<file path="config.mk">
export PLATFORM = sky130hd
export DESIGN_NAME = kflp_divider
export DESIGN_NICKNAME = d
export VERILOG_FILES = /design/src/hdl/keyframe_linear_player_assert.svh /design/src/hdl/kflp_pkg.sv /design/src/hdl/kflp_divider.sv
export SDC_FILE = /design/constraint.sdc
export NUM_CORES = 1
export LEC_CHECK = 0
export BUFFER_PORTS_ARGS = -buffer_cell sky130_fd_sc_hd__buf_2
export CORE_UTILIZATION = 56
export CTS_BUF_LIST = sky130_fd_sc_hd__clkbuf_4
export DETAILED_ROUTE_END_ITERATION = 16
export MAX_ROUTING_LAYER = met4
export PLACE_DENSITY = 0.91
export SLEW_MARGIN = 20
export SYNTH_ARGS = -nofsm -noshare
export SYNTH_HDL_FRONTEND = slang
export SYNTH_SLANG_ARGS = --single-unit
</file>
<file path="constraint.sdc">
create_clock -name clock -period 6 [get_ports clock]
set_input_delay 0.6 -clock clock [delete_from_list [all_inputs] [get_ports clock]]
set_output_delay 0.6 -clock clock [all_outputs]
set_load 0.03 [all_outputs]
</file>
<file path="src/hdl/keyframe_linear_player_assert.svh">
// ---------------------------------------------------------------------------
// Assertion macros for the keyframe linear player.
// Simulation builds get concurrent checks; synthesis builds get nothing.
// ---------------------------------------------------------------------------
`ifndef KEYFRAME_LINEAR_PLAYER_ASSERT_SVH
`define KEYFRAME_LINEAR_PLAYER_ASSERT_SVH

`ifndef SYNTHESIS

// Same-cycle implication.
`define KFLP_ASSERT_IMP(label, clk, rst, pre, post) \
   label: assert property (@(posedge clk) disable iff (rst) (pre) |-> (post)) \
      else $error("keyframe player check failed");

// Next-cycle implication.
`define KFLP_ASSERT_NXT(label, clk, rst, pre, post) \
   label: assert property (@(posedge clk) disable iff (rst) (pre) |=> (post)) \
      else $error("keyframe player check failed");

`else

`define KFLP_ASSERT_IMP(label, clk, rst, pre, post)
`define KFLP_ASSERT_NXT(label, clk, rst, pre, post)

`endif

`endif

</file>
<file path="src/hdl/kflp_pkg.sv">
// ---------------------------------------------------------------------------
// kflp_pkg
// Shared constants and types of the keyframe linear player.
// ---------------------------------------------------------------------------
package kflp_pkg;

   // Store depth and derived widths.
   localparam int MAX_KEYFRAMES = 128;
   localparam int ADDR_W        = $clog2(MAX_KEYFRAMES);
   localparam int CNT_W         = $clog2(MAX_KEYFRAMES + 1);

   // Fixed field widths.
   localparam int DATA_W      = 32;
   localparam int MODE_W      = 3;
   localparam int STEP_W      = 8;
   localparam int SEG_OUT_W   = 7;
   localparam int FRAME_OUT_W = 8;

   // Divider: a 33-bit signed difference over an 8-bit step count.
   localparam int DIV_W     = DATA_W + 1;
   localparam int DIV_STEPS = DIV_W;
   localparam int DIV_CNT_W = $clog2(DIV_STEPS + 2);

   // Register file.
   localparam int CSR_DATA_W = 32;
   localparam int PADDR_W    = 3;
   localparam logic REG_STEPS_PER_SEGMENT = 1'b0;
   localparam logic [STEP_W-1:0] STEPS_RESET = 8'd90;

   typedef enum logic [MODE_W-1:0] {
      MODE_TICK   = 3'd0,
      MODE_SAVE   = 3'd1,
      MODE_APPEND = 3'd2,
      MODE_PLAY   = 3'd3,
      MODE_NUDGE  = 3'd4
   } mode_type;

   typedef struct packed {
      logic signed [DATA_W-1:0] z;
      logic signed [DATA_W-1:0] y;
      logic signed [DATA_W-1:0] rot;
   } pose_type;

   typedef struct packed {
      logic busy;
      logic done;
   } div_status_type;

endpackage

</file>
<file path="src/hdl/kflp_divider.sv">
// ---------------------------------------------------------------------------
// kflp_divider
// Bit-serial signed divider, one quotient bit per cycle, saturating to 32 bits.
// ---------------------------------------------------------------------------
module kflp_divider (
   input  logic                                 clock,
   input  logic                                 reset,
   input  logic                                 start,
   input  logic signed [kflp_pkg::DIV_W-1:0]    dividend,
   input  logic        [kflp_pkg::STEP_W-1:0]   divisor,
   output logic signed [kflp_pkg::DATA_W-1:0]   quotient,
   output kflp_pkg::div_status_type             status
);
   import kflp_pkg::*;

   localparam logic [DIV_CNT_W-1:0] CNT_PREP = DIV_CNT_W'(DIV_STEPS + 1);
   localparam logic [DIV_CNT_W-1:0] CNT_LAST = DIV_CNT_W'(1);

   logic [DIV_CNT_W-1:0] cnt_ff, cnt_in;
   logic [DIV_W-1:0]     quo_ff, quo_in;
   logic [STEP_W-1:0]    rem_ff, rem_in;
   logic                 neg_ff, neg_in;
   logic                 done_ff, done_in;
   logic [STEP_W:0]      trial;
   logic                 fits;

   // One restoring step: shift the next dividend bit into the remainder.
   assign trial = {rem_ff, quo_ff[DIV_W-1]};
   assign fits  = trial >= {1'b0, divisor};

   always_comb begin
      cnt_in  = cnt_ff;
      quo_in  = quo_ff;
      rem_in  = rem_ff;
      neg_in  = neg_ff;
      done_in = 1'b0;
      if (start) begin
         quo_in = dividend;
         neg_in = dividend[DIV_W-1];
         rem_in = '0;
         cnt_in = CNT_PREP;
      end else if (cnt_ff == CNT_PREP) begin
         // Take the magnitude before the shift-subtract steps.
         quo_in = neg_ff ? (~quo_ff + DIV_W'(1)) : quo_ff;
         cnt_in = cnt_ff - DIV_CNT_W'(1);
      end else if (cnt_ff != '0) begin
         rem_in  = fits ? STEP_W'(trial - {1'b0, divisor}) : STEP_W'(trial);
         quo_in  = {quo_ff[DIV_W-2:0], fits};
         cnt_in  = cnt_ff - DIV_CNT_W'(1);
         done_in = (cnt_ff == CNT_LAST);
      end
   end

   always_ff @(posedge clock) begin
      if (reset) begin
         cnt_ff  <= '0;
         done_ff <= 1'b0;
      end else begin
         cnt_ff  <= cnt_in;
         done_ff <= done_in;
      end
      quo_ff <= quo_in;
      rem_ff <= rem_in;
      neg_ff <= neg_in;
   end

   // Restore the sign and clamp to the signed 32-bit range.
   always_comb begin
      if (neg_ff) begin
         if (quo_ff > DIV_W'(33'h0_8000_0000)) begin
            quotient = 32'sh8000_0000;
         end else begin
            quotient = DATA_W'(~quo_ff + DIV_W'(1));
         end
      end else begin
         if (quo_ff[DIV_W-1] || quo_ff[DIV_W-2]) begin
            quotient = 32'sh7FFF_FFFF;
         end else begin
            quotient = DATA_W'(quo_ff);
         end
      end
   end

   assign status.busy = (cnt_ff != '0);
   assign status.done = done_ff;

endmodule

</file>
### Yosys cells after proc, flatten, opt, wreduce, memory -nomap -nowiden

Index checks and enable logic that the tools add are counted.

| cells by class | value |
|---|---|
| add/sub/neg operators | 3 |
| $lt $le $gt $ge | 2 |
| equality and inequality tests | 3 |
| multiplexer cells | 11 |
| bitwise gates (word level) | 3 |
| reduce and logical (&&, ||, !) cells | 8 |

Operators by type and width:

| operator | number |
|---|---|
| 33-bit two-way mux | 4 |
| 32-bit two-way mux | 3 |
| 33-bit by 1-bit adder with 33-bit output, second input constant | 1 |
| 33-bit by 32-bit greater-than comparator with 1-bit output, second input constant | 1 |
| 33-bit NOT | 1 |
| 6-bit two-way mux | 3 |
| 9-bit by 8-bit greater-or-equal comparator with 1-bit output | 1 |
| 8-bit two-way mux | 1 |
| 8-bit subtractor | 1 |
| 6-bit by 1-bit == test with 1-bit output, second input constant | 1 |
| 6-bit == test, second input constant | 1 |
| 6-bit nonzero test | 1 |
| 6-bit by 1-bit subtractor with 6-bit output, second input constant | 1 |
| 2-bit AND reduction | 2 |
| 4-bit OR reduction | 1 |
| 3-bit inequality test, second input constant | 1 |
| 3-bit nonzero test | 1 |
| 1-bit NOT | 2 |
| 2-bit nonzero test | 1 |
| 2-bit OR reduction | 1 |
| 1-bit logical OR | 1 |

| word-level totals | value |
|---|---|
| register bits after elaboration | 49 |
| input port bits | 44 |
| output and inout port bits | 34 |
| logic and storage cells | 36 |

### Depth between registers and ports, before layout

Gate-level depths: netlist of run 1.

| logic depth | value |
|---|---|
| depth after elaboration | 5 |
| mapped depth | 10 |
| depth with buffers taken out | 9 |

### Worst setup path after synthesis of run 1

OpenSTA, ideal clock, no wires.

| timing path | value |
|---|---|
| kind | reg2out |
| from | register quo_ff[0] |
| to | output quotient[26] in the netlist's numbering |
| data arrival time | 3010 ps |
| required time | 5400 ps |
| path slack | 2390 ps |
| cell stages (with the launch flop) | 10 |
| buffers on the path | 2 |
| path through | edfxtp_1 > clkbuf_1 > inv_1 > ha_1 > nor2b_1 > nand2_1 > or4_1 > buf_2 > or3_1 > a311oi_1 |

| on the way | value |
|---|---|
| word-level cells in the longest chain between the ends | 4 |
| elaborated cells between the ends (all ways) | 5 |
| classes of those cells | add/sub: 1; order compare: 1; mux: 2; bitwise: 1 |

Ends and longest elaborated chain:

| what | line | text |
|---|---|---|
| start, declared | kflp_divider.sv:20 | `logic [DIV_W-1:0] quo_ff, quo_in;` |
| start signal, assigned | kflp_divider.sv:62 | `quo_ff <= quo_in;` |
| 33-bit NOT | kflp_divider.sv:73 | `quotient = DATA_W'(~quo_ff + DIV_W'(1));` |
| 33-bit by 1-bit adder with 33-bit output | kflp_divider.sv:73 |  |
| 32-bit two-way mux (*) | kflp_divider.sv:70 | `if (quo_ff > DIV_W'(33'h0_8000_0000)) begin` |
| 32-bit two-way mux (*) | kflp_divider.sv:69 | `if (neg_ff) begin` |
| end, declared | kflp_divider.sv:11 | `output logic signed [kflp_pkg::DATA_W-1:0] quotient,` |

Every way passes the cells marked *; elsewhere a longest branch is shown, timed or not.

### Final worst setup path of run 1

| timing path | value |
|---|---|
| from | register quo_ff[3] |
| to | output quotient[24] in the netlist's numbering |

Same word-level chain as after synthesis.

==> results of run 1 <==
==> cells in the mapped netlist, types with 2 or more instances <==
cell type   n  area [µm²]
o211ai_1    2        15.0
ha_1       13         163
buf_1       4        15.0
nand2_1    71         267
edfxtp_1   34        1020
nor3_1     21         105
or2_2       5        31.3
nand4_1     4        25.0
buf_2       3        15.0
inv_1      17        63.8
nand3_1     9        45.0
a211o_1     7        61.3
a22o_1      2        17.5
a211oi_1    2        15.0
nor2b_1     5        31.3
a311oi_1   13         114
and3_1      6        37.5
nor3b_1     4        30.0
xnor2_1    16         140
a21oi_1    41         205
or4_1       3        22.5
clkbuf_1   35         131
o311ai_0    2        17.5
xor2_1      7        61.3
nor2_1     57         214
nor4_1      6        37.5
o31a_1      2        17.5
a31oi_1     4        25.0
o22ai_1     7        43.8
nand2b_1    7        43.8
o31ai_1     6        45.0
mux2i_1    19         190
dfxtp_1    15         300
or3_1      12        75.1
o21a_1     11        82.6
o21ai_0    50         250
==> metrics by stage <==
step | setup WS (ns) | hold slack [ns] | cells
global route | 1.22 | 0.362 | 686
global placement | 2.13 | 0.451 | 678
floorplan | 2.39 | 0.437 | 542
CTS | 1.52 | 0.387 | 686
finish | 1.47 | 0.398 | 686
detailed placement | 2.03 | 0.481 | 678
==> cell type report <==
| type | instances | area [µm²] | area share |
|---|---|---|---|
| inverter | 17 | 63.8 | 0.0137 |
| clock buffer | 5 | 37.5 | 0.00805 |
| timing repair buffer | 82 | 423 | 0.0906 |
| clock inverter | 3 | 68.8 | 0.0147 |
| tap | 99 | 124 | 0.0265 |
| multi-input combinational | 431 | 2630 | 0.563 |
| sequential | 49 | 1320 | 0.283 |
==> cells by family (layout without fill, tap and decap cells) <==
| kind of cell | Yosys count | count (layout) | synth area share |
|---|---|---|---|
| buffers and inverters | 62 | 107 | 0.0593 |
| DFF | 49 | 49 | 0.315 |
| muxes | 20 | 20 | 0.0480 |
| AOI/OAI and AO/OA | 157 | 157 | 0.238 |
| xor gates and xnor gates | 23 | 23 | 0.0480 |
| and+or+nand+nor | 217 | 217 | 0.249 |
| adders and majority gates | 14 | 14 | 0.0435 |
==> metal layers <==
layer,GRT usage,vias to the layer above
met5,-,-
met4,0.106,0
met3,0.0597,27
met2,0.484,229
met1,0.364,1974
li1,-,2054
==> sequential cells by signal (all words and copies together) (netlist names) <==
signal / flops
quo_ff: 33
rem_ff: 8
cnt_ff: 6
done_ff: 1
neg_ff: 1
==> path summary, 6_finish.rpt <==
path,startpoint,end,cells past startpoint
worst max-delay path,quo_ff[3],quotient[24],7
worst min-delay path,dividend[32],neg_ff,1
worst max register to register,quo_ff[3],quo_ff[30],6
worst min register to register,rem_ff[5],rem_ff[5],2
==> power breakdown <==
part | total, mW | leakage (nW) | internal, mW | switching, mW
clock network | 0.251 | 0.0558 | 0.131 | 0.120
registers | 0.585 | 0.485 | 0.454 | 0.130
logic | 0.726 | 1.32 | 0.266 | 0.460
total | 1.56 | 1.86 | 0.852 | 0.710
==> impl_metrics.tcl, run 1 <==
set metrics [dict create \
    status "completed" \
    finalSetupViolCount 0 \
    fin_nets 644 \
    wl_met1_um 4540 \
    rsz0062_at_grt "false" \
    setup_tns_ns 0 \
    final_common_cell "buf_2" \
    clkSlewWorstSetupHoldPaths_ns 0.15 \
    crit_path_top_delay_cell "nor3_1" \
    worst_slew_pin_slew_ns 1.10 \
    critPathMaxStageDelay_ns 0.87 \
    max_freq_mhz 221 \
    yosys_register_bits 49 \
    synthToLayoutAreaGrowth_pct 11.1 \
    vdd_drop_max_mv 0.136 \
    timing_hold_violations_final 0 \
    routed_via_density 6.24 \
    grt_use_total 0.296 \
    fp.coreArea_mm2 0.00725 \
    grt_pass1_wl_um 17700 \
    antenna_found_initial 0 \
    clk_latency_ns 0.40 \
    final_util 0.643 \
    drv_cap 0 \
    synthArstFlopShare 0 \
    total_power_mw 1.56 \
    cp-start-kind "flip-flop" \
    postCtsSetupRepairBufs 0 \
    slew_violations 0 \
    die-width_um 88.6 \
    yosysWarningCount 0 \
    drt-total-wl_um 11000 \
    post_dp_cell_area_mm2 0.00456 \
    arrival_ns 3.93 \
    routed-via-count 4284 \
    synthCells 542 \
    fin_skew_ns 0.0246 \
    overflow 0 \
    design_area_mm2 0.00467 \
    wl_met2_um 5390 \
    syn_area_mm2 0.00420 \
    route.met3.wl_um 905 \
    required_ns 5.40 \
    cellLeakagePower_nw 1.86 \
    min_period_ns 4.53 \
    drive_above_1_share 0.170 \
    io_pins 78 \
    initial_core_util 0.579 \
    layout_common_cells "buf_2, nand2_1, nor2_1, o21ai_0, a21oi_1" \
    dp_hpwl_um 7640 \
    synth-edff-count 34 \
    power_density_mw_per_mm2 335 \
    post_cts_resized 0 \
    die_h_um 88.6 \
    slew-limit-headroom 0.266 \
    htreeDepth 2 \
    finalCritPeriodShare 0.754 \
    min_path_type "primary input to flip-flop" \
    nFillCells 637 \
    syn_avg_cell_area_um2 7.74 \
    wl_per_cell_um 16.1 \
    reg2reg_setup_slack_ns 2.40 \
    ys_seq_area_frac 0.315 \
    cts-root-buf "clkbuf_4" \
    cp_num_buf_inv 2 \
    ys_types 56 \
    clock_sinks 49 \
    cts_buffers 5 \
    hold_buffers 0 \
    diodes 0 \
    drtIter0Drc 458 \
    ant_nets 0 \
    firstDrtPassIters 5 \
    grt_max_degree 76 \
    worst_setup_path_end_kind "primary output" \
    critPathKind "flip-flop to primary output" \
    die_area_mm2 0.00785 \
    rows 31 \
    crit_fanout 19 \
    portBuffers 77 \
    path_cells "nor3_1, nand4_2, o41ai_4, nor2_1, buf_4, a311oi_1, buf_2" \
    synth_ff_type "edfxtp_1" \
    place.gp.congestion 1.02 \
    grt_pass1_vias 3894 \
    cp_top_family "simple AND/OR/NAND/NOR gates" \
    drcViolationCount 0 \
    synth.net_count 600 \
    cts_buffer_depth 2 \
    cts_tree "yes" \
    top_layer "met4" \
]
No activity file was read; power rests on OpenSTA's default activity.
==> run 2, diff against run 1 <==
- CORE_UTILIZATION: 56 -> 53
- clock period: 6 -> 3.85 ns (I/O delays scaled with it)
==> run 2 against run 1 <==
Compared with the run above: first-iteration DRC count grew 14%; combinational power rose by 64%; clock power up 11%; via count grew 1.3%; sequential cell count unchanged; critical path depth grew 2; utilization fell by 2.7 points; non-clock buffer count rose by 12; sequential power is 54% higher; critical path type unchanged; largest power group unchanged; highest routed layer unchanged.
==> impl_metrics.tcl, run 2 (synthesized netlist as in run 1, its figures left out) <==
set metrics [dict create \
    setup_slack_ns 0.175 \
    cellLeakagePower_nw 1.91 \
    routed-via-count 4338 \
    critPathMaxStageDelay_ns 0.52 \
    wl_per_cell_um 15.7 \
    required_ns 3.46 \
    hold_buffers 0 \
    drcViolationCount 0 \
    cp_top_family "simple AND/OR/NAND/NOR gates" \
    top_regs "quo_ff: 33 flops, rem_ff: 8 flops, cnt_ff: 6 flops" \
    crit_path_top_delay_cell "edfxtp_1" \
    place.gp.congestion 0.945 \
    min_path_type "primary input to flip-flop" \
    cts_tree "yes" \
    grt_use_total 0.272 \
    drt-total-wl_um 11000 \
    fin_nets 656 \
    die_h_um 91.0 \
    fp.coreArea_mm2 0.00769 \
    htreeDepth 2 \
    seq_power_share 0.380 \
    drv_cap 0 \
    crit_fanout 14 \
    clk_latency_ns 0.39 \
    cp_num_buf_inv 3 \
    largest_reg_flops 33 \
    power_frac_comb 0.502 \
    clkSlewWorstSetupHoldPaths_ns 0.16 \
    firstDrtPassIters 7 \
    grt_pass1_wl_um 18100 \
    portBuffers 77 \
    worst_slew_pin_slew_ns 1.03 \
    nFillCells 673 \
    overflow 0 \
    total_power_mw 2.37 \
    ant_nets 0 \
    diodes 0 \
    worst_setup_path_end_kind "primary output" \
    initial_core_util 0.546 \
    io_pins 78 \
    min_period_ns 3.68 \
    layout_common_cells "buf_2, nand2_1, nor2_1, o21ai_0, a21oi_1" \
    regMostFlops "quo_ff" \
    power_density_mw_per_mm2 500 \
    cp-start-kind "flip-flop" \
    final_common_cell "buf_2" \
    max_freq_mhz 272 \
    status "completed" \
    critPathKind "flip-flop to primary output" \
    path_cells "inv_1, ha_1, nor2b_4, nand4_2, o41ai_4, nor2_1, buf_4, a311oi_1, buf_2" \
    power.internal_mw 1.24 \
    grt_pass1_vias 3820 \
    cts_buffer_depth 2 \
    pwr-share-clk 0.118 \
    post_dp_cell_area_mm2 0.00461 \
    dp_hpwl_um 7730 \
    clock_sinks 49 \
    design_area_mm2 0.00474 \
    die_area_mm2 0.00828 \
    finalCritPeriodShare 0.955 \
    switching_share 0.477 \
    slew_violations 0 \
    vdd_drop_max_mv 0.219 \
    reg2reg_setup_slack_ns 0.93 \
    arrival_ns 3.29 \
    finalSetupViolCount 0 \
    rows 32 \
    cts_buffers 5 \
    timing_hold_violations_final 0 \
    routed_via_density 6.19 \
    drtIter0Drc 520 \
    cts-root-buf "clkbuf_4" \
    antenna_found_initial 0 \
    switching_power_mw 1.13 \
    die-width_um 91.0 \
    synthToLayoutAreaGrowth_pct 12.8 \
    pre_cts_slack_ns 0.408 \
    slew-limit-headroom 0.311 \
    drive_above_1_share 0.192 \
    grt_max_degree 47 \
    fin_skew_ns 0.0193 \
]
run 2: changes by cell type in the layout (fill, tap and decap cells not counted):
cell	before	now
nor4_2	0	1
nor4_1	6	5
inv_8	0	1
or4_1	3	2
bufinv_16	2	0
buf_4	5	17
or4_4	1	2
inv_6	1	2
nor2b_1	5	4
nor2b_4	0	1
run 2: path summary, 6_finish.rpt:
path                  endpoint       from  cells past startpoint
hold / removal       cnt_ff[1]      reset                      2
hold reg to reg      rem_ff[3]  rem_ff[3]                      2
setup reg to reg    quo_ff[30]  quo_ff[1]                      8
setup / recovery  quotient[24]  quo_ff[1]                      9
run 2: power by group through the flow:
stage	Sequential (mW)	Combinational [mW]	Clock, mW
global placement	0.889	1.12	0
finish	0.900	1.19	0.278
CTS	0.889	1.15	0.282
global route	0.917	1.29	0.295
floorplan	0.794	0.947	0
detailed placement	0.901	1.14	0
run 2: layout make-up:
class,instances,area [µm²],area share
Tap cell,102,128,0.0269
Multi-Input combinational cell,431,2650,0.558
Timing Repair Buffer,94,513,0.108
Clock inverter,3,28.8,0.00608
Inverter,17,63.8,0.0135
Sequential cell,49,1320,0.279
Clock buffer,5,37.5,0.00792
run 2: routing by layer:
layer | GRT usage | share of wire
met1 | 0.359 | 0.42
met2 | 0.436 | 0.47
met3 | 0.0436 | 0.087
met4 | 0.0728 | 0.016
met5 | - | 0
run 2: per-stage QoR:
stage	util	setup TNS, ns	hold WS [ns]	instances
after floorplan	-	0	0.437	542
after global placement	0.599	0	0.454	687
after detailed placement	0.599	0	0.474	687
after CTS	0.608	0	0.173	695
after global routing	0.616	-0.00347	0.195	701
final	0.616	0	0.190	701
run 2: repair_timing:
item / in CTS / in global routing
gates resized for setup: 1 / 3
hold endpoints to repair: 0 / 0
pin swaps: 0 / 1
setup endpoints to repair: 1 / 9
buffers inserted: 0 / 6
==> run 3, diff against run 2 <==
- BUFFER_PORTS_ARGS: -buffer_cell sky130_fd_sc_hd__buf_2 -> -buffer_cell sky130_fd_sc_hd__buf_4
==> run 3 against run 2 <==
Compared with the run above: utilization increased by 2.7 points; clock power increased by 1%; register-to-register slack got worse by 0.11 ns; non-clock buffer count decreased by 2; clock skew decreased by 0.0067 ns; fmax decreased by 1.9%; critical path type unchanged; largest cell class unchanged.
==> impl_metrics.tcl, run 3 (synthesized netlist as in run 1, its figures left out) <==
set metrics [dict create \
    whs_ns 0.140 \
    worst_slew_pin_slew_ns 1.03 \
    path_cells "nor4_4, buf_4, nand4_1, or4_4, or4_4, o21a_1, o21a_1, buf_4" \
    cts_tree "yes" \
    slew_violations 0 \
    drv_cap 0 \
    crit_path_top_delay_cell "edfxtp_1" \
    critPathKind "flip-flop to primary output" \
    routed-via-count 4387 \
    overflow 0 \
    timing_hold_violations_final 0 \
    reg2reg_setup_slack_ns 0.82 \
    firstDrtPassIters 7 \
    initial_core_util 0.546 \
    place.gp.congestion 0.985 \
    antenna_found_initial 0 \
    worst_setup_path_end_kind "primary output" \
    grt_max_degree 76 \
    wl_per_cell_um 16.6 \
    grt_pass1_vias 4016 \
    portBuffers 77 \
    reg2reg_from "quo_ff[6]" \
    drt-total-wl_um 11600 \
    min_path_type "primary input to flip-flop" \
    cts_buffers 5 \
    top_regs "quo_ff: 33 flops, rem_ff: 8 flops, cnt_ff: 6 flops" \
    clock_sinks 49 \
    required_ns 3.46 \
    power_density_mw_per_mm2 497 \
    rows 32 \
    final_cells 699 \
    whs_path_depth 2 \
    cts_buffer_depth 2 \
    vdd_drop_max_mv 0.181 \
    hold_start "reset" \
    cp-start-kind "flip-flop" \
    dp_cells 687 \
    max_freq_mhz 267 \
    fin_skew_ns 0.0126 \
    finalSetupViolCount 0 \
    critPathMaxStageDelay_ns 0.56 \
    grt_use_total 0.279 \
    regMostFlops "quo_ff" \
    arrival_ns 3.36 \
    status "completed" \
    routed_via_density 6.28 \
    ant_nets 0 \
    min_to "cnt_ff[5]" \
    drive_above_1_share 0.196 \
    die_area_mm2 0.00828 \
    setup_tns_ns 0 \
    fp.coreArea_mm2 0.00769 \
    crit_fanout 8 \
    cp_top_family "simple AND/OR/NAND/NOR gates" \
    drcViolationCount 0 \
    worstReg2RegEnd "quo_ff[30]" \
    htreeDepth 2 \
    io_pins 78 \
    finalCritPeriodShare 0.973 \
    grt_pass1_wl_um 18400 \
    drtIter0Drc 624 \
    min_period_ns 3.75 \
    fin_nets 654 \
    largest_reg_flops 33 \
    slew-limit-headroom 0.309 \
    clkSlewWorstSetupHoldPaths_ns 0.17 \
    layout_common_cells "buf_4, nand2_1, nor2_1, o21ai_0, a21oi_1" \
    final_common_cell "buf_4" \
    die-width_um 91.0 \
    dp_hpwl_um 7980 \
    synthToLayoutAreaGrowth_pct 17.8 \
    clk_latency_ns 0.41 \
    die_h_um 91.0 \
    rsz0062_at_grt "false" \
    design_area_mm2 0.00494 \
    cts-root-buf "clkbuf_4" \
    cp_num_buf_inv 2 \
    diodes 0 \
    post_dp_cell_area_mm2 0.00480 \
    cellLeakagePower_nw 1.97 \
    ff2ff_path_depth 7 \
]
-- run 3: changes by cell type in the layout (fill, tap and decap cells not counted), sizes merged --
cell / before / now
buf: 94 / 92
inv: 20 / 19
clkinv: 0 / 1
-- run 3: layer usage --
layer	track usage	share of wire
met2	0.461	0.48
met4	0.103	0.023
met1	0.342	0.40
met5	-	0
met3	0.0494	0.095
-- run 3: final cells by class --
class | instances | area (µm²)
inverter | 17 | 63.8
sequential | 49 | 1320
timing repair buffer | 92 | 691
clock inverter | 3 | 28.8
multi-input combinational | 431 | 2670
fill | 636 | 2740
clock buffer | 5 | 37.5
tap | 102 | 128
-- run 3: worst reg2reg max path: stages (launching register included) --
cell and delay (ns):
edfxtp_1 0.56, nor4_4 0.56, buf_4 0.21, nand4_1 0.13
or4_4 0.51, or4_4 0.46, mux2i_1 0.25, o31ai_1 0.10
-- run 3: through the flow --
stage / worst slack, ns / power, mW / util
after global placement: 0.539 / 2.08 / 0.625
after floorplan: 0.455 / 1.74 / -
final: 0.102 / 2.46 / 0.643
after detailed placement: 0.440 / 2.12 / 0.625
after CTS: 0.0851 / 2.40 / 0.633
after global routing: 0.0141 / 2.59 / 0.643
-- run 3: worst max-delay path by stage --
stage	start	slack, ns	cells after the start	endpoint
after floorplan	quo_ff[0]	0.45	9	quotient[26]
after global placement	quo_ff[0]	0.54	9	quotient[30]
after detailed placement	quo_ff[0]	0.44	9	quotient[30]
after CTS	quo_ff[0]	0.09	9	quotient[30]
after global routing	quo_ff[6]	0.01	8	quotient[30]
final	quo_ff[6]	0.10	8	quotient[30]
-- run 3: what timing repair did --
| item | 4_1_cts | 5_1_grt |
|---|---|---|
| pin swaps | 0 | 1 |
| setup buffers | 0 | 4 |
| endpoints found under the setup margin | 1 | 11 |
| gates resized for setup | 1 | 8 |
| hold buffers | 0 | 0 |
-- run 3: where the power goes --
group          total (mW)  leakage [nW]  internal [mW]  switching [mW]
sequential          0.901         0.485          0.708           0.193
combinational        1.28          1.45          0.514           0.763
clock               0.282        0.0377         0.0797           0.202
